<file path="config.mk">
export PLATFORM = sky130hd
export DESIGN_NAME = bill_colour_vote_core
export DESIGN_NICKNAME = d
export VERILOG_FILES = /design/src/rtl/bcv_pkg.sv /design/src/rtl/bill_colour_vote_core.sv /design/src/rtl/bcv_classify.sv /design/src/rtl/bcv_tally.sv
export VERILOG_INCLUDE_DIRS = /design/src /design/src/rtl
export SDC_FILE = /design/constraint.sdc
export NUM_CORES = 1
export LEC_CHECK = 0
export ABC_AREA = 1
export BUFFER_PORTS_ARGS = -buffer_cell sky130_fd_sc_hd__buf_4
export CORE_AREA = 10 10 201 203
export CTS_CLUSTER_DIAMETER = 50
export DETAILED_ROUTE_END_ITERATION = 16
export DIE_AREA = 0 0 211 213
export PLACE_DENSITY = 0.7
export SETUP_SLACK_MARGIN = 0.02
export SYNTH_ARGS = -nofsm -noshare
export SYNTH_HDL_FRONTEND = slang
export SYNTH_SLANG_ARGS = --single-unit
</file>
<file path="constraint.sdc">
create_clock -name i_clk -period 13.51 [get_ports i_clk]
set_clock_uncertainty 0.05 [all_clocks]
set_input_delay 0 -clock i_clk [delete_from_list [all_inputs] [get_ports i_clk]]
set_output_delay 0 -clock i_clk [all_outputs]
set_load 0.01 [all_outputs]
</file>
<file path="src/rtl/bill_colour_vote_core_defines.svh">
// Assertion macros for the bill colour vote block.
// Used by files that carry concurrent assertions; depends on nothing else.
`ifndef BILL_COLOUR_VOTE_CORE_DEFINES_SVH
`define BILL_COLOUR_VOTE_CORE_DEFINES_SVH

`ifndef SYNTH

// Checked on every rising clock edge outside reset.
`define BCV_ASSERT(name, clk, rst_n, prop, msg) \
    name: assert property (@(posedge clk) disable iff (!rst_n) prop) else $error(msg);

// Checked on every rising clock edge, reset included.
`define BCV_ASSERT_ALWAYS(name, clk, prop, msg) \
    name: assert property (@(posedge clk) prop) else $error(msg);

`else

`define BCV_ASSERT(name, clk, rst_n, prop, msg)
`define BCV_ASSERT_ALWAYS(name, clk, prop, msg)

`endif

`endif

</file>
<file path="src/rtl/bcv_pkg.sv">
// Shared types and constants for the bill colour vote block.
// No dependencies; used by every module of the block.
`default_nettype none

package bcv_pkg;

    localparam int CLASS_COUNT = 8;
    localparam int CLS_W       = $clog2(CLASS_COUNT);
    localparam int TALLY_W     = 6;
    localparam int CNT_W       = 6;
    localparam int LEVEL_W     = 10;

    localparam logic [TALLY_W-1:0] TALLY_MAX = '1;
    localparam logic [CNT_W-1:0]   SPD_RESET = 6'd30;

    // Class codes in priority order; the tray slot is never produced.
    localparam logic [CLS_W-1:0] CLS_PINK   = 3'd0;
    localparam logic [CLS_W-1:0] CLS_PURPLE = 3'd1;
    localparam logic [CLS_W-1:0] CLS_BROWN  = 3'd2;
    localparam logic [CLS_W-1:0] CLS_TRAY   = 3'd3;
    localparam logic [CLS_W-1:0] CLS_BLUE   = 3'd4;
    localparam logic [CLS_W-1:0] CLS_ORANGE = 3'd5;
    localparam logic [CLS_W-1:0] CLS_YELLOW = 3'd6;
    localparam logic [CLS_W-1:0] CLS_GREEN  = 3'd7;

    typedef struct packed {
        logic [LEVEL_W-1:0] red_level;
        logic [LEVEL_W-1:0] green_level;
        logic [LEVEL_W-1:0] blue_level;
    } t_in_word;

    typedef struct packed {
        logic [CLS_W-1:0] bin_index;
        logic             nothing_seen;
    } t_out_word;

    // Classification of one sample: hit is low when no box matched.
    typedef struct packed {
        logic             hit;
        logic [CLS_W-1:0] idx;
    } t_cls;

    // One classified sample handed to the tally unit.
    typedef struct packed {
        logic take;
        t_cls cls;
    } t_step;

endpackage

`default_nettype wire

</file>
<file path="src/rtl/bill_colour_vote_core.sv">
// Top level of the bill colour vote block: handshakes, class register, result register.
// Depends on bcv_pkg, bcv_classify, bcv_tally and bill_colour_vote_core_defines.svh.
//
//   Channel  | Direction | Handshake                 | Payload
//   ---------+-----------+---------------------------+--------------------------
//   in       | input     | i_in_valid / o_in_ready   | i_in_word  (t_in_word)
//   out      | output    | o_out_valid / i_out_ready | o_out_word (t_out_word)
//   cfg      | input     | i_cfg_we                  | i_cfg_wdata (samples/decision)
//
// One sample word is taken per cycle unless the class register is held. A sample is
// classified into the class register and counted from there; a window-closing
// sample loads the result register as it is counted, and the decision leaves from there.
// Reset clears tallies and counter and sets the window to 30 samples.
// Only a window-closing sample waits on a full result register; others flow on.
`default_nettype none
`include "bill_colour_vote_core_defines.svh"

module bill_colour_vote_core (
    input  var logic                      i_clk,
    input  var logic                      i_rst_n,
    input  var logic                      i_in_valid,
    output var logic                      o_in_ready,
    input  var bcv_pkg::t_in_word         i_in_word,
    output var logic                      o_out_valid,
    input  var logic                      i_out_ready,
    output var bcv_pkg::t_out_word        o_out_word,
    input  var logic                      i_cfg_we,
    input  var logic [bcv_pkg::CNT_W-1:0] i_cfg_wdata
);

    logic [bcv_pkg::CNT_W-1:0] r_spd;
    logic                      r_cls_valid;
    bcv_pkg::t_cls             r_cls;
    bcv_pkg::t_cls             cls_now;
    logic                      r_out_valid;
    bcv_pkg::t_out_word        r_out;
    bcv_pkg::t_step            step;
    bcv_pkg::t_out_word        result;
    logic                      decide;
    logic                      out_free;
    logic                      in_take;

    // Configuration register.
    always_ff @(posedge i_clk) begin
        if (!i_rst_n) begin
            r_spd <= bcv_pkg::SPD_RESET;
        end else if (i_cfg_we) begin
            r_spd <= i_cfg_wdata;
        end
    end

    bcv_classify u_classify (
        .i_word (i_in_word),
        .o_cls  (cls_now)
    );

    // A held sample moves on unless it closes a window while the result is still held.
    assign out_free   = !r_out_valid || i_out_ready;
    assign step.take  = r_cls_valid && (!decide || out_free);
    assign step.cls   = r_cls;
    assign o_in_ready = !r_cls_valid || step.take;
    assign in_take    = i_in_valid && o_in_ready;

    bcv_tally u_tally (
        .i_clk        (i_clk),
        .i_rst_n      (i_rst_n),
        .i_step       (step),
        .i_window_cfg (r_spd),
        .o_decide     (decide),
        .o_result     (result)
    );

    // Class register between the classifier and the tally unit.
    always_ff @(posedge i_clk) begin
        if (!i_rst_n) begin
            r_cls_valid <= 1'b0;
        end else if (in_take) begin
            r_cls_valid <= 1'b1;
        end else if (step.take) begin
            r_cls_valid <= 1'b0;
        end
    end

    always_ff @(posedge i_clk) begin
        if (in_take) begin
            r_cls <= cls_now;
        end
    end

    // Result register.
    always_ff @(posedge i_clk) begin
        if (!i_rst_n) begin
            r_out_valid <= 1'b0;
        end else if (step.take && decide) begin
            r_out_valid <= 1'b1;
        end else if (i_out_ready) begin
            r_out_valid <= 1'b0;
        end
    end

    always_ff @(posedge i_clk) begin
        if (step.take && decide) begin
            r_out <= result;
        end
    end

    assign o_out_valid = r_out_valid;
    assign o_out_word  = r_out;

    `BCV_ASSERT(a_no_tray, i_clk, i_rst_n, r_out_valid |-> (r_out.bin_index != bcv_pkg::CLS_TRAY), "tray slot given as result")
    `BCV_ASSERT(a_black_zero, i_clk, i_rst_n, (r_out_valid && r_out.nothing_seen) |-> (r_out.bin_index == '0), "no-match result with non-zero bin")
    `BCV_ASSERT(a_cls_hold, i_clk, i_rst_n, (r_cls_valid && !step.take) |=> (r_cls_valid && $stable(r_cls)), "held class lost or changed")
    `BCV_ASSERT(a_decide_loads, i_clk, i_rst_n, (step.take && decide) |=> r_out_valid, "window closed without a result")
    `BCV_ASSERT_ALWAYS(a_no_overwrite, i_clk, (i_rst_n && r_out_valid && !i_out_ready) |-> !(step.take && decide), "pending result overwritten")

endmodule

`default_nettype wire

</file>
<file path="src/rtl/bcv_classify.sv">
// Colour box classifier: tests one RGB sample against the seven boxes.
// Purely combinational; depends on bcv_pkg.
`default_nettype none

module bcv_classify (
    input  var bcv_pkg::t_in_word i_word,
    output var bcv_pkg::t_cls     o_cls
);

    // Plain absolute bound on a channel.
    function automatic logic in_range(input logic [9:0] v, input logic [9:0] lo,
                                      input logic [9:0] hi);
        return (v >= lo) && (v <= hi);
    endfunction

    // Percentage bound: lo*base <= 100*v <= hi*base, all exact integers.
    function automatic logic in_pct(input logic [9:0] v, input logic [9:0] base,
                                    input logic [7:0] lo, input logic [7:0] hi);
        logic [17:0] s;
        logic [17:0] l;
        logic [17:0] h;
        s = 18'(v) * 18'd100;
        l = 18'(base) * 18'(lo);
        h = 18'(base) * 18'(hi);
        return (s >= l) && (s <= h);
    endfunction

    logic [9:0] r;
    logic [9:0] g;
    logic [9:0] b;

    assign r = i_word.red_level;
    assign g = i_word.green_level;
    assign b = i_word.blue_level;

    // Boxes are tried in priority order; the first match wins.
    always_comb begin
        o_cls.hit = 1'b1;
        o_cls.idx = bcv_pkg::CLS_PINK;
        if (in_range(r, 10'd15, 10'd120) && in_pct(g, r, 8'd20, 8'd50)
                && in_pct(b, r, 8'd20, 8'd60)) begin
            o_cls.idx = bcv_pkg::CLS_PINK;
        end else if (in_range(r, 10'd9, 10'd35) && in_pct(g, r, 8'd50, 8'd100)
                && in_pct(b, r, 8'd65, 8'd140)) begin
            o_cls.idx = bcv_pkg::CLS_PURPLE;
        end else if (in_range(r, 10'd3, 10'd20) && in_pct(g, r, 8'd50, 8'd100)
                && in_range(b, 10'd2, 10'd10)) begin
            o_cls.idx = bcv_pkg::CLS_BROWN;
        end else if (in_pct(r, g, 8'd5, 8'd45) && in_range(g, 10'd12, 10'd100)
                && in_pct(b, g, 8'd60, 8'd150)) begin
            o_cls.idx = bcv_pkg::CLS_BLUE;
        end else if (in_range(r, 10'd7, 10'd120) && in_pct(g, r, 8'd5, 8'd30)
                && in_range(b, 10'd3, 10'd10)) begin
            o_cls.idx = bcv_pkg::CLS_ORANGE;
        end else if (in_range(r, 10'd20, 10'd130) && in_pct(g, r, 8'd60, 8'd100)
                && in_pct(b, r, 8'd25, 8'd65)) begin
            o_cls.idx = bcv_pkg::CLS_YELLOW;
        end else if (in_pct(r, g, 8'd20, 8'd50) && in_range(g, 10'd6, 10'd60)
                && in_range(b, 10'd3, 10'd15)) begin
            o_cls.idx = bcv_pkg::CLS_GREEN;
        end else begin
            o_cls.hit = 1'b0;
        end
    end

endmodule

`default_nettype wire

</file>
<file path="src/rtl/bcv_tally.sv">
// Vote tallies, sample counter and winner search for the bill colour vote block.
// Depends on bcv_pkg.
`default_nettype none

module bcv_tally (
    input  var logic                       i_clk,
    input  var logic                       i_rst_n,
    input  var bcv_pkg::t_step             i_step,
    input  var logic [bcv_pkg::CNT_W-1:0]  i_window_cfg,
    output var logic                       o_decide,
    output var bcv_pkg::t_out_word         o_result
);

    logic [bcv_pkg::TALLY_W-1:0] r_tally [bcv_pkg::CLASS_COUNT];
    logic [bcv_pkg::TALLY_W-1:0] n_tally [bcv_pkg::CLASS_COUNT];
    logic [bcv_pkg::CNT_W-1:0]   r_sample_count;
    logic [bcv_pkg::CNT_W:0]     count_inc;
    logic [bcv_pkg::CNT_W:0]     window;
    logic [bcv_pkg::TALLY_W-1:0] best;
    logic [bcv_pkg::CLS_W-1:0]   best_idx;

    // A register value of zero stands for the longest window.
    assign window    = (i_window_cfg == '0) ? (bcv_pkg::CNT_W + 1)'(1 << bcv_pkg::CNT_W)
                                            : {1'b0, i_window_cfg};
    assign count_inc = {1'b0, r_sample_count} + 1'b1;
    assign o_decide  = (count_inc >= window);

    // Saturating increment of the matched class only.
    always_comb begin
        for (int i = 0; i < bcv_pkg::CLASS_COUNT; i++) begin
            n_tally[i] = r_tally[i];
            if (i_step.cls.hit && (i_step.cls.idx == bcv_pkg::CLS_W'(i))
                    && (r_tally[i] != bcv_pkg::TALLY_MAX)) begin
                n_tally[i] = r_tally[i] + 1'b1;
            end
        end
    end

    // Highest updated tally; strict compare keeps the lowest index on a tie.
    always_comb begin
        best     = '0;
        best_idx = '0;
        for (int i = 0; i < bcv_pkg::CLASS_COUNT; i++) begin
            if (n_tally[i] > best) begin
                best     = n_tally[i];
                best_idx = bcv_pkg::CLS_W'(i);
            end
        end
        if (best != '0) begin
            o_result.bin_index    = best_idx;
            o_result.nothing_seen = 1'b0;
        end else begin
            o_result.bin_index    = '0;
            o_result.nothing_seen = 1'b1;
        end
    end

    // Tallies and counter advance per taken sample and clear when a window closes.
    always_ff @(posedge i_clk) begin
        if (!i_rst_n) begin
            r_sample_count <= '0;
            for (int i = 0; i < bcv_pkg::CLASS_COUNT; i++) begin
                r_tally[i] <= '0;
            end
        end else if (i_step.take) begin
            if (o_decide) begin
                r_sample_count <= '0;
                for (int i = 0; i < bcv_pkg::CLASS_COUNT; i++) begin
                    r_tally[i] <= '0;
                end
            end else begin
                r_sample_count <= count_inc[bcv_pkg::CNT_W-1:0];
                for (int i = 0; i < bcv_pkg::CLASS_COUNT; i++) begin
                    r_tally[i] <= n_tally[i];
                end
            end
        end
    end

endmodule

`default_nettype wire

</file>
# Word level (Yosys, flattened, before mapping)
# Memories as Yosys holds them, arrays and structs flattened.
# Cells that the tools add are included.
# word_totals
reg_bits	22
ramBits	48
in_bits	41
output_inout_bits	6
elab_cells	242
n_memories	1
# classes
n_addsub	9
multipliers	17
n_lt_le_gt_ge	45
n_eq_ne	15
muxes	62
bitwise_logic	16
n_reduce_logical	67
# memory_table
memory	words	word_bits	rd	rd_clocked_by_memory_dff	wr	line	rtl
u_tally.r_tally	8	6	8	0	8	bcv_tally.sv:14	logic [bcv_pkg::TALLY_W-1:0] r_tally [bcv_pkg::CLASS_COUNT];
# ops
cell	count
6-bit 2-to-1 mux	33
10-bit by 5-bit multiplier with 15-bit output, second input constant	6
17-bit by 15-bit greater-or-equal comparator with 1-bit output	4
17-bit by 16-bit less-or-equal comparator with 1-bit output	4
1-bit logical AND	53
10-bit by 3-bit multiplier with 13-bit output, second input constant	4
17-bit by 16-bit greater-or-equal comparator with 1-bit output	3
6-bit by 1-bit adder with 6-bit output, second input constant	8
6-bit inequality test, second input constant	8
6-bit > comparator	7
10-bit by 4-bit multiplier with 14-bit output, second input constant	3
17-bit by 18-bit less-or-equal comparator with 1-bit output	2
17-bit by 13-bit greater-or-equal comparator with 1-bit output	2
17-bit less-or-equal comparator	2
10-bit by 7-bit multiplier with 17-bit output, second input constant	2
10-bit by 6-bit multiplier with 16-bit output, second input constant	2
10-bit by 2-bit greater-or-equal comparator with 1-bit output, second input constant	3
10-bit by 4-bit greater-or-equal comparator with 1-bit output, second input constant	3
3-bit 2-to-1 mux	8
10-bit by 3-bit greater-or-equal comparator with 1-bit output, second input constant	2
10-bit by 4-bit less-or-equal comparator with 1-bit output, second input constant	2
10-bit by 6-bit less-or-equal comparator with 1-bit output, second input constant	2
10-bit by 7-bit less-or-equal comparator with 1-bit output, second input constant	2
17-bit greater-or-equal comparator	1
other kinds (23)	65

# Logic depth before layout (Yosys ltp)
# Gate-level depths: netlist of the first run.
# logic_depth
word_depth	22
ltp_mapped	80
ltp_nobuf	75

# Cells and area by module
# From an unflattened synthesis of the first run, not the netlist that was laid out.
# unflattened
cells_unflattened	2859
hier_area_um2	20821.2
# by_module_without_submodules
module	instances	cells_per_inst	area_per_inst_um2	seq_area_each_um2
bcv_classify	1	2042	14913.1	0.0
bcv_tally	1	765	5347.6	1501.4
bill_colour_vote_core	1	52	560.5	400.4

# Least setup slack after synthesis of the first run
# OpenSTA, ideal clock, no wires.
# synth_path
path_type	register -> register
startpoint	mem u_tally.r_tally[0][6] in the netlist's numbering
endpoint	reg r_out, in the netlist o_out_word[3] (data pin)
setup_time_ns	0.249
t_arrival_ns	9.196
t_required_ns	13.211
path_slack_ns	4.014
path_stages_with_launch	78
path_buffers	5
synth_period_minus_slack_ns	9.496
path_cell_list	edfxtp_1 ha_1 nand2_1 nor2_1 nand2_1 nand2_2 nor2_1 nand2_1 xor2_1 inv_1 ha_1 nand2_1 nor2_1 nand2_1 nand3_1 nand2_1 buf_2 nand2_1 [42 not listed] nand2_4 nand2_4 nand2_1 nand2_1 ha_1 nand2_1 inv_1 nand3_1 inv_1 o21ai_0 a31oi_1 inv_1 nand3_1 nand2_1 nor2_1 nand3_2 nand2_1 inv_1
# synth_lines
element	line	rtl
start: declaration	bcv_tally.sv:14	
end signal: assignment	bill_colour_vote_core.sv:103	r_out <= result;
end: declaration	bill_colour_vote_core.sv:36	bcv_pkg::t_out_word r_out;

==> impl_metrics.json, run 1 <==
{
  "cp.arrival_ns": 10.84,
  "netlist_area_um2": 19800,
  "fmaxAchievable_mhz": 92.8,
  "gp_congestion": 0.931,
  "diodes": 0,
  "r2r-end": "o_out_word[2]$_SDFFCE_PN0P_",
  "synth-seq-cells": 70,
  "critPathCaptureType": "flop",
  "hp-start": "i_in_word[9]",
  "port_buffers": 46,
  "min_period_ns": 10.78,
  "synthXorXnorAreaFrac": 0.0634,
  "drt_iter0_markers": 833,
  "crit_path_max_fanout": 14,
  "tightest_slew_ns": 1.02,
  "yosysWarnings": 0,
  "post-route-util": 0.584,
  "syn_inst": 2578,
  "clkTransAtPathRegs_ns": 0.06,
  "cts_buffer_depth": 2,
  "antenna_found_initial": 0,
  "synth_top_family_by_area": "adder cells",
  "first_global_vias": 17900,
  "die_width_um": 211,
  "critPathRequiredTime_ns": 13.57,
  "grt_pass1_wl_um": 88100,
  "finalSetupTns_ns": 0,
  "syn-num-nets": 3258,
  "grt_overflow": 0,
  "crit_path_start_kind": "flop",
  "cts_hold_buf": 21,
  "routed_wirelength_um": 53900,
  "maxSlewViolCount": 0,
  "clk_latency_ns": 0.35,
  "ys.flop_type": "edfxtp_1",
  "combPwrFrac": 0.853,
  "cts_root_buf": "clkbuf_16",
  "yosysSeqAreaShare": 0.0963,
  "grt_max_degree": 50,
  "dr_wl_met3_um": 2380,
  "track_usage": 0.242,
  "initial_utilization": 0.545,
  "rrSetupSlack_ns": 2.73,
  "synthAdderAreaFrac": 0.437,
  "yosys.area_share.simple": 0.173,
  "synth.mux.area_fraction": 0.00101,
  "final_hold_viol_count": 0,
  "stdcell_count": 3118,
  "met2_length_um": 26400,
  "postCtsResizedCells": 0,
  "drive_gt1_frac": 0.0464,
  "maxCapViolCount": 0,
  "first_pass_iters": 5,
  "hold_path.class": "in -> reg",
  "min_to": "r_cls[1]$_SDFFCE_PP0P_",
  "setup_viol": 0,
  "switchingPower_uw": 1950,
  "cts_tree": "done",
  "topRoutingLayerUsed": "met4",
  "hold_depth": 5,
  "cts_buffers": 9,
  "ioPinCount": 47,
  "async_flop_share": 0,
  "ant_nets": 0,
  "path_class": "reg -> reg",
  "power_density_nw_per_um2": 163,
  "worstRegToRegCells": 67,
  "synth_compound_area_frac": 0.127,
  "leakage_uw": 0.0116,
  "vias": 17500,
  "drc": 0,
  "ir_drop_uv": 125,
  "cts_max_level": 3,
  "timing.final.crit_share": 0.798,
  "slowest_stage": "a31oi_1",
  "synth_edf_count": 50,
  "post_cts_buffers": 0,
  "cts.sink_count": 70,
  "syn_avg_cell_area_um2": 7.66,
  "rsz0062_at_grt": "false",
  "r2r-start": "u_tally.r_tally[0][0]$_SDFFE_PP0P_",
  "hpwl_um": 44700,
  "dieArea_um2": 44900,
  "clock_power_share": 0.070,
  "synth_cell_types": 59,
  "p_int_uw": 1490,
  "core_um2": 36300,
  "syn2layout_area_growth_pct": 7.09,
  "met1Wirelength_um": 23100,
  "dp.cells": 3081,
  "viasPerCell": 5.62,
  "crit_top_cell": "nand2_1",
  "nets": 3325,
  "chipHeight_um": 213,
  "max_stage_delay_ns": 0.52,
  "p_seq_frac": 0.077,
  "num_rows": 70,
  "sw_frac_of_total": 0.568,
  "wire_per_inst_um": 17.3,
  "status": "finished clean",
  "relSlewSlack": 0.319
}
## power by group through the flow
stage	clock, uW	sequential (uW)	combinational, uW
2_1_floorplan	0	268	2190
3_3_place_gp	0	270	2770
3_5_place_dp	0	270	2890
4_1_cts	244	266	2910
5_1_grt	254	268	3370
6_report	241	266	2940
## cell families (layout without fill, tap and decap cells)
| kind of cell | Yosys count | count (layout) |
|---|---|---|
| AO/OA/AOI/OAI | 431 | 431 |
| XOR/XNOR | 143 | 143 |
| AND/OR/NAND/NOR | 756 | 756 |
| multiplexers | 2 | 2 |
| buffers and inverters | 537 | 609 |
| adder cells (fa/ha/maj) | 639 | 639 |
| flip-flops | 70 | 70 |
## cell usage after synthesis, drive strengths merged, types with 3 or more instances
master | count | share of area
dfxtp | 20 | 0.020
o221ai | 5 | 0.0022
a211oi | 9 | 0.0034
a31oi | 11 | 0.0035
o211ai | 3 | 0.0011
nand4 | 35 | 0.013
inv | 524 | 0.10
clkbuf | 9 | 0.0017
a221oi | 5 | 0.0022
nand3 | 124 | 0.035
o22ai | 3 | 0.00095
or2 | 5 | 0.0016
edfxtp | 50 | 0.076
nor4 | 14 | 0.0044
a21oi | 211 | 0.054
xnor2 | 34 | 0.015
nor2 | 169 | 0.035
o31ai | 9 | 0.0034
a2111oi | 3 | 0.0013
o21a | 5 | 0.0019
nor3 | 19 | 0.0048
nand2 | 381 | 0.076
fa | 85 | 0.086
xor2 | 109 | 0.048
o21ai | 99 | 0.025
o21bai | 36 | 0.014
and3 | 3 | 0.00095
a21o | 11 | 0.0042
buf | 4 | 0.0016
ha | 554 | 0.35
## stage by stage
stage                     total power (uW)  instance area, um2  hold slack (ns)  setup WS, ns
after CTS                             3420               21200            0.375          2.82
after detailed placement              3160               20600            0.180          2.86
after floorplan                       2460               19800           0.0764          4.01
final                                 3440               21200            0.368          2.73
after global routing                  3890               21200            0.388          1.59
after global placement                3040               20600            0.166          3.36
## worst max-delay path by stage
stage / slack [ns] / end / cells past startpoint / start
5_1_grt: 1.59 / o_out_word[2]$_SDFFCE_PN0P_ / 73 / u_tally.r_tally[0][6]$_SDFFCE_PN0P_
3_5_place_dp: 2.86 / o_out_word[2]$_SDFFCE_PN0P_ / 69 / r_cls[2]$_SDFFCE_PP0P_
6_report: 2.73 / o_out_word[2]$_SDFFCE_PN0P_ / 67 / u_tally.r_tally[0][0]$_SDFFE_PP0P_
2_1_floorplan: 4.01 / o_out_word[3]$_SDFFCE_PN0P_ / 77 / u_tally.r_tally[0][6]$_SDFFCE_PN0P_
3_3_place_gp: 3.36 / o_out_word[3]$_SDFFCE_PN0P_ / 73 / u_tally.r_tally[0][6]$_SDFFCE_PN0P_
4_1_cts: 2.82 / o_out_word[2]$_SDFFCE_PN0P_ / 69 / r_cls[2]$_SDFFCE_PP0P_
## flip-flops by register name, summed over array words and instances (netlist names)
name,count
o_out_valid,1
o_out_word,4
r_cls,4
r_cls_valid,1
r_spd,6
u_tally.r_sample_count,6
u_tally.r_tally,48
## critical path: cells and delay by family (launching register included)
family	cells	cell delay (ns)
XOR/XNOR	1	0.27
adder cells (fa/ha/maj)	8	2.58
buffers and inverters	8	0.64
AO/OA/AOI/OAI	11	2.17
flip-flops	1	0.35
AND/OR/NAND/NOR	39	4.46
## cell usage in the layout, fill, tap and decap left out, drive strengths merged, types with 5 or more instances in the layout
| cell type | netlist | layout |
|---|---|---|
| ha | 554 | 554 |
| inv | 524 | 526 |
| nand2 | 381 | 381 |
| a21oi | 211 | 211 |
| nor2 | 169 | 169 |
| nand3 | 124 | 124 |
| xor2 | 109 | 109 |
| o21ai | 99 | 99 |
| fa | 85 | 85 |
| edfxtp | 50 | 50 |
| buf | 4 | 48 |
| o21bai | 36 | 36 |
| nand4 | 35 | 35 |
| xnor2 | 34 | 34 |
| dlygate4sd3 | 0 | 21 |
| dfxtp | 20 | 20 |
| nor3 | 19 | 19 |
| nor4 | 14 | 14 |
| clkbuf | 9 | 12 |
| a21o | 11 | 11 |
| a31oi | 11 | 11 |
| o31ai | 9 | 9 |
| a211oi | 9 | 9 |
| o21a | 5 | 5 |
| a221oi | 5 | 5 |
| or2 | 5 | 5 |
| o221ai | 5 | 5 |
## metal layers
layer  global-route usage  up-vias
li1                     -     8731
met2                0.439      424
met3               0.0267      124
met5                    0        -
met1                0.285     8242
met4               0.0964        0
## cell type report
cell class                 instances  area [um2]
clock buffer                      12         278
clock inverter                     4        25.0
fill                            3332       15100
inverter                         524        1970
multi-input combinational       1971       15800
sequential                        70        1900
tap                              468         586
timing repair buffer              69         571
Note: power is estimated with default switching activity, not from simulation.
==> inputs of run 2 (changes only) <==
Clock period 13.51 ns to 10.9 ns, I/O delays scaled along.
==> run 2 against run 1 <==
Effect of this change: non-clock buffer count up 5; hold slack better by 0.013 ns; die area did not move; via count grew 0.28%; largest cell class unchanged; final cell count rose by 0.16%; register-to-register slack got worse by 1.8 ns; setup slack worse by 1.8 ns; sequential power up 24%; first-iteration DRC count rose by 16%; critical path depth unchanged.
==> impl_metrics.json, run 2 (synthesis gave the netlist of run 1 again) <==
{
  "first_global_vias": 17800,
  "status": "finished clean",
  "timing.final.crit_share": 0.913,
  "nets": 3330,
  "met2_length_um": 26300,
  "port_buffers": 46,
  "crit_family": "simple AND/OR/NAND/NOR gates",
  "ant_nets": 0,
  "pre_cts_slack_ns": 0.299,
  "core_um2": 36300,
  "cts_tree": "done",
  "final_area_um2": 21200,
  "ir_drop_uv": 156,
  "critPathCaptureType": "flop",
  "critPathRequiredTime_ns": 10.96,
  "num_rows": 70,
  "path_class": "reg -> reg",
  "cts.sink_count": 70,
  "maxCapViolCount": 0,
  "slowest_stage": "ha_1",
  "worstRegToRegCells": 67,
  "post-route-util": 0.586,
  "antenna_found_initial": 0,
  "cts_buffer_depth": 2,
  "routed_wirelength_um": 54100,
  "ioPinCount": 47,
  "clkTransAtPathRegs_ns": 0.06,
  "cts_buffers": 9,
  "syn2layout_area_growth_pct": 7.52,
  "met1Wirelength_um": 23300,
  "crit_top_cell": "nand2_1",
  "clk_latency_ns": 0.35,
  "final_hold_viol_count": 0,
  "dr_wl_met3_um": 2290,
  "grt_max_degree": 50,
  "viasPerCell": 5.63,
  "place_area_um2": 20600,
  "crit_start": "u_tally.r_tally[0][0]$_SDFFE_PP0P_",
  "gp_congestion": 0.930,
  "fmaxAchievable_mhz": 100,
  "regMostFlops": "u_tally.r_tally",
  "setup_viol": 0,
  "maxSlewViolCount": 0,
  "hp-start": "i_in_word[9]",
  "drive_gt1_frac": 0.0524,
  "power_density_nw_per_um2": 205,
  "reg.largest.list": "u_tally.r_tally x48, r_spd x6, u_tally.r_sample_count x6",
  "topRoutingLayerUsed": "met4",
  "largest_reg_flops": 48,
  "drt_iter0_markers": 968,
  "dieArea_um2": 44900,
  "layout_common_cells": "554 x ha_1, 518 x inv_1, 359 x nand2_1, 209 x a21oi_1, 152 x nor2_1",
  "cp.arrival_ns": 10.01,
  "crit_path_start_kind": "flop",
  "hold_path.class": "in -> reg",
  "track_usage": 0.242,
  "max_stage_delay_ns": 0.39,
  "r2r-end": "o_out_word[2]$_SDFFCE_PN0P_",
  "vias": 17600,
  "setup_slack_ns": 0.947,
  "worst_hold_slack_ns": 0.381,
  "hold_depth": 5,
  "diodes": 0,
  "crit_path_max_fanout": 14,
  "r2r-start": "u_tally.r_tally[0][0]$_SDFFE_PP0P_",
  "wire_per_inst_um": 17.3,
  "hpwl_um": 44600,
  "die_width_um": 211,
  "initial_utilization": 0.545,
  "mostFrequentLayoutCell": "ha_1",
  "min_period_ns": 9.95,
  "min_to": "r_cls[1]$_SDFFCE_PP0P_",
  "chipHeight_um": 213,
  "critPathBufInv": 9,
  "relSlewSlack": 0.275,
  "leakage_uw": 0.0116,
  "cts_root_buf": "clkbuf_16",
  "grt_overflow": 0,
  "grt_pass1_wl_um": 88600,
  "tightest_slew_ns": 1.08,
  "drc": 0,
  "cts_max_level": 3,
  "rrSetupSlack_ns": 0.95,
  "first_pass_iters": 5
}
## run 2: where the power goes
group          switching (uW)  total (uW)  internal [uW]
Sequential               11.4         330            319
Combinational            2330        3740           1400
Clock                     117         290            173
## run 2: repair_timing
item / 4_1_cts / 5_1_grt
hold endpoints to repair: 9 / 0
hold buffers: 21 / 0
resized for setup: 0 / 16
setup buffers: 0 / 5
endpoints found under the setup margin: 0 / 4
## run 2: area by class of cell
cell class	instances	area [um2]
multi-input cells	1971	15900
fillers	3351	15000
inverters	524	1970
flip-flops and latches	70	1900
repair buffers	74	608
well taps	468	586
clock buffers	12	267
clock inverters	4	26.3
## run 2: how the worst max path moves through the flow
stage                                             end  slack, ns  depth (start not counted)
after floorplan           o_out_word[3]$_SDFFCE_PN0P_       1.40                         77
after global placement    o_out_word[3]$_SDFFCE_PN0P_       0.75                         73
after detailed placement  o_out_word[2]$_SDFFCE_PN0P_       0.30                         69
after CTS                 o_out_word[2]$_SDFFCE_PN0P_       0.26                         69
after global routing      o_out_word[3]$_SDFFCE_PN0P_      -0.03                         72
final                     o_out_word[2]$_SDFFCE_PN0P_       0.95                         67
## run 2: per-stage QoR
stage / power [uW] / setup TNS, ns / std cells
floorplan: 3050 / 0 / 2578
global placement: 3770 / 0 / 3081
detailed placement: 3910 / 0 / 3081
CTS: 4230 / 0 / 3118
global route: 4920 / -0.0673 / 3123
finish: 4360 / 0 / 3123
## run 2: worst register-to-register path, delay by kind of cell (launching register included)
| kind | cells | cell delay (ns) |
|---|---|---|
| adder cells (fa/ha/maj) | 8 | 2.63 |
| buffers and inverters | 9 | 0.54 |
| flip-flops | 1 | 0.35 |
| XOR/XNOR | 1 | 0.26 |
| AO/OA/AOI/OAI | 11 | 1.77 |
| AND/OR/NAND/NOR | 38 | 4.10 |
## run 2: layer usage
layer  global-route usage  up-vias
met5                    0        -
met4                0.104        0
met3               0.0186      128
met2                0.439      419
met1                0.288     8281
li1                     -     8742
==> inputs of run 3 (changes only) <==
Settings changed: CORE_AREA 10 10 201 203 to 10 10 264 266, DIE_AREA 0 0 211 213 to 0 0 274 276, PLACE_DENSITY 0.7 to 0.44.
==> run 3 against run 2 <==
Effect of this change: final cell count rose by 12%; first-iteration DRC count fell by 8.0%; die area rose by 68%; combinational power barely moved; wire length rose by 11%; non-clock buffer count fell by 3; critical path depth fell by 1; via count fell by 3.3%; total power rose by 0.46%; utilization fell by 25 points; largest cell class unchanged.
==> impl_metrics.json, run 3 (synthesis gave the netlist of run 1 again) <==
{
  "status": "finished clean",
  "initial_utilization": 0.308,
  "final_area_um2": 21700,
  "reg.largest.list": "u_tally.r_tally x48, r_spd x6, u_tally.r_sample_count x6",
  "gp_congestion": 0.873,
  "drive_gt1_frac": 0.0509,
  "hold_depth": 3,
  "crit_top_cell": "nand2_1",
  "drt_iter0_markers": 891,
  "hp-start": "i_in_valid",
  "critPathRequiredTime_ns": 10.97,
  "nets": 3327,
  "r2r-start": "u_tally.r_tally[0][0]$_SDFFE_PP0P_",
  "rrSetupSlack_ns": 0.94,
  "cts_max_level": 3,
  "drc": 0,
  "worstRegToRegCells": 66,
  "p_seq_frac": 0.075,
  "switchingPower_uw": 2500,
  "port_buffers": 46,
  "leakage_uw": 0.0116,
  "power_density_nw_per_um2": 202,
  "mostFrequentLayoutCell": "ha_1",
  "fmaxAchievable_mhz": 100,
  "tightest_slew_ns": 1.07,
  "die_width_um": 274,
  "relSlewSlack": 0.285,
  "antenna_found_initial": 1,
  "min_to": "r_cls_valid$_SDFFE_PN0P_",
  "crit_path_start_kind": "flop",
  "grt_max_degree": 50,
  "cts.sink_count": 70,
  "worst_hold_slack_ns": 0.0436,
  "first_global_vias": 17400,
  "clock_power_share": 0.066,
  "crit_family": "simple AND/OR/NAND/NOR gates",
  "chipHeight_um": 276,
  "maxSlewViolCount": 0,
  "hold_path.class": "in -> reg",
  "wire_per_inst_um": 17.1,
  "dieArea_um2": 75600,
  "cts_buffer_depth": 2,
  "combPwrFrac": 0.858,
  "cp.arrival_ns": 10.03,
  "final_hold_viol_count": 0,
  "critPathBufInv": 8,
  "track_usage": 0.158,
  "cts_tree": "done",
  "num_rows": 93,
  "place_area_um2": 21100,
  "multiInputGateArea_um2": 15900,
  "finalSetupTns_ns": 0,
  "cp.depth": 66,
  "routed_wirelength_um": 60100,
  "max_stage_delay_ns": 0.39,
  "min_period_ns": 9.96,
  "ioPinCount": 47,
  "grt_overflow": 0,
  "layout_common_cells": "554 x ha_1, 518 x inv_1, 359 x nand2_1, 209 x a21oi_1, 155 x nor2_1",
  "syn2layout_area_growth_pct": 9.83,
  "p_int_uw": 1880,
  "core_um2": 64100,
  "critPathCaptureType": "flop",
  "crit_path_max_fanout": 14,
  "cts_root_buf": "clkbuf_16",
  "grt_pass1_wl_um": 95100,
  "r2r-end": "o_out_word[2]$_SDFFCE_PN0P_",
  "setup_viol": 0,
  "clkTransAtPathRegs_ns": 0.06,
  "first_pass_iters": 5,
  "ant_nets": 0,
  "slowest_stage": "ha_1",
  "post-route-util": 0.338,
  "vias": 17000,
  "regMostFlops": "u_tally.r_tally",
  "sw_frac_of_total": 0.571,
  "viasPerCell": 4.84,
  "timing.final.crit_share": 0.914,
  "num-fill-cells": 6831,
  "power_uw": 4380,
  "maxCapViolCount": 0,
  "clk_latency_ns": 0.36,
  "cts_buffers": 9,
  "largest_reg_flops": 48,
  "seq_area_um2": 1900,
  "ir_drop_uv": 129,
  "hpwl_um": 49800,
  "path_class": "reg -> reg"
}
## run 3: layout make-up
cell class | count | share of cell area
Antenna cell | 1 | 0.000115
Clock buffer | 9 | 0.0104
Clock inverter | 7 | 0.00254
Inverter | 524 | 0.0908
Multi-Input combinational cell | 1971 | 0.732
Sequential cell | 70 | 0.0876
Tap cell | 855 | 0.0493
Timing Repair Buffer | 71 | 0.0269
## run 3: worst max path at each step
| stage | start | to |
|---|---|---|
| finish | u_tally.r_tally[0][0]$_SDFFE_PP0P_ | o_out_word[2]$_SDFFCE_PN0P_ |
| detailed placement | u_tally.r_tally[0][0]$_SDFFE_PP0P_ | o_out_word[2]$_SDFFCE_PN0P_ |
| CTS | u_tally.r_tally[0][0]$_SDFFE_PP0P_ | o_out_word[2]$_SDFFCE_PN0P_ |
| global placement | u_tally.r_tally[0][0]$_SDFFE_PP0P_ | o_out_word[3]$_SDFFCE_PN0P_ |
| global route | u_tally.r_tally[0][6]$_SDFFCE_PN0P_ | o_out_word[2]$_SDFFCE_PN0P_ |
| floorplan | u_tally.r_tally[0][6]$_SDFFCE_PN0P_ | o_out_word[3]$_SDFFCE_PN0P_ |
## run 3: timing repair
item                                    CTS  global route
endpoints found under the hold margin     8             0
resized for setup                         0            18
buffers inserted                          0             3
hold buffers                             20             0
endpoints found under the setup margin    0             4
## run 3: routing by layer
metal / track usage / part of all wire
met1: 0.205 / 0.47
met2: 0.276 / 0.48
met3: 0.0104 / 0.020
met4: 0.0458 / 0.028
met5: 0 / 0
## run 3: worst reg2reg max path: cells and delay by family (launching register included)
family	cells	cell delay, ns
flops	1	0.35
compound gates	10	1.67
buf+inv	8	0.52
fa+ha+maj	8	2.50
xor+xnor	1	0.28
simple gates	39	4.40
## run 3: power groups by stage
stage / registers, uW / logic (uW) / clock network, uW
6_report: 330 / 3760 / 290
5_1_grt: 332 / 4360 / 310
4_1_cts: 330 / 3680 / 300
3_5_place_dp: 335 / 3650 / 0
3_3_place_gp: 335 / 3560 / 0
2_1_floorplan: 332 / 2710 / 0
## run 3: per-stage QoR
step	setup slack (ns)	cells
after floorplan	1.40	2578
after CTS	0.108	3504
after global routing	-0.106	3508
after detailed placement	0.132	3468
after global placement	0.522	3468
final	0.941	3508
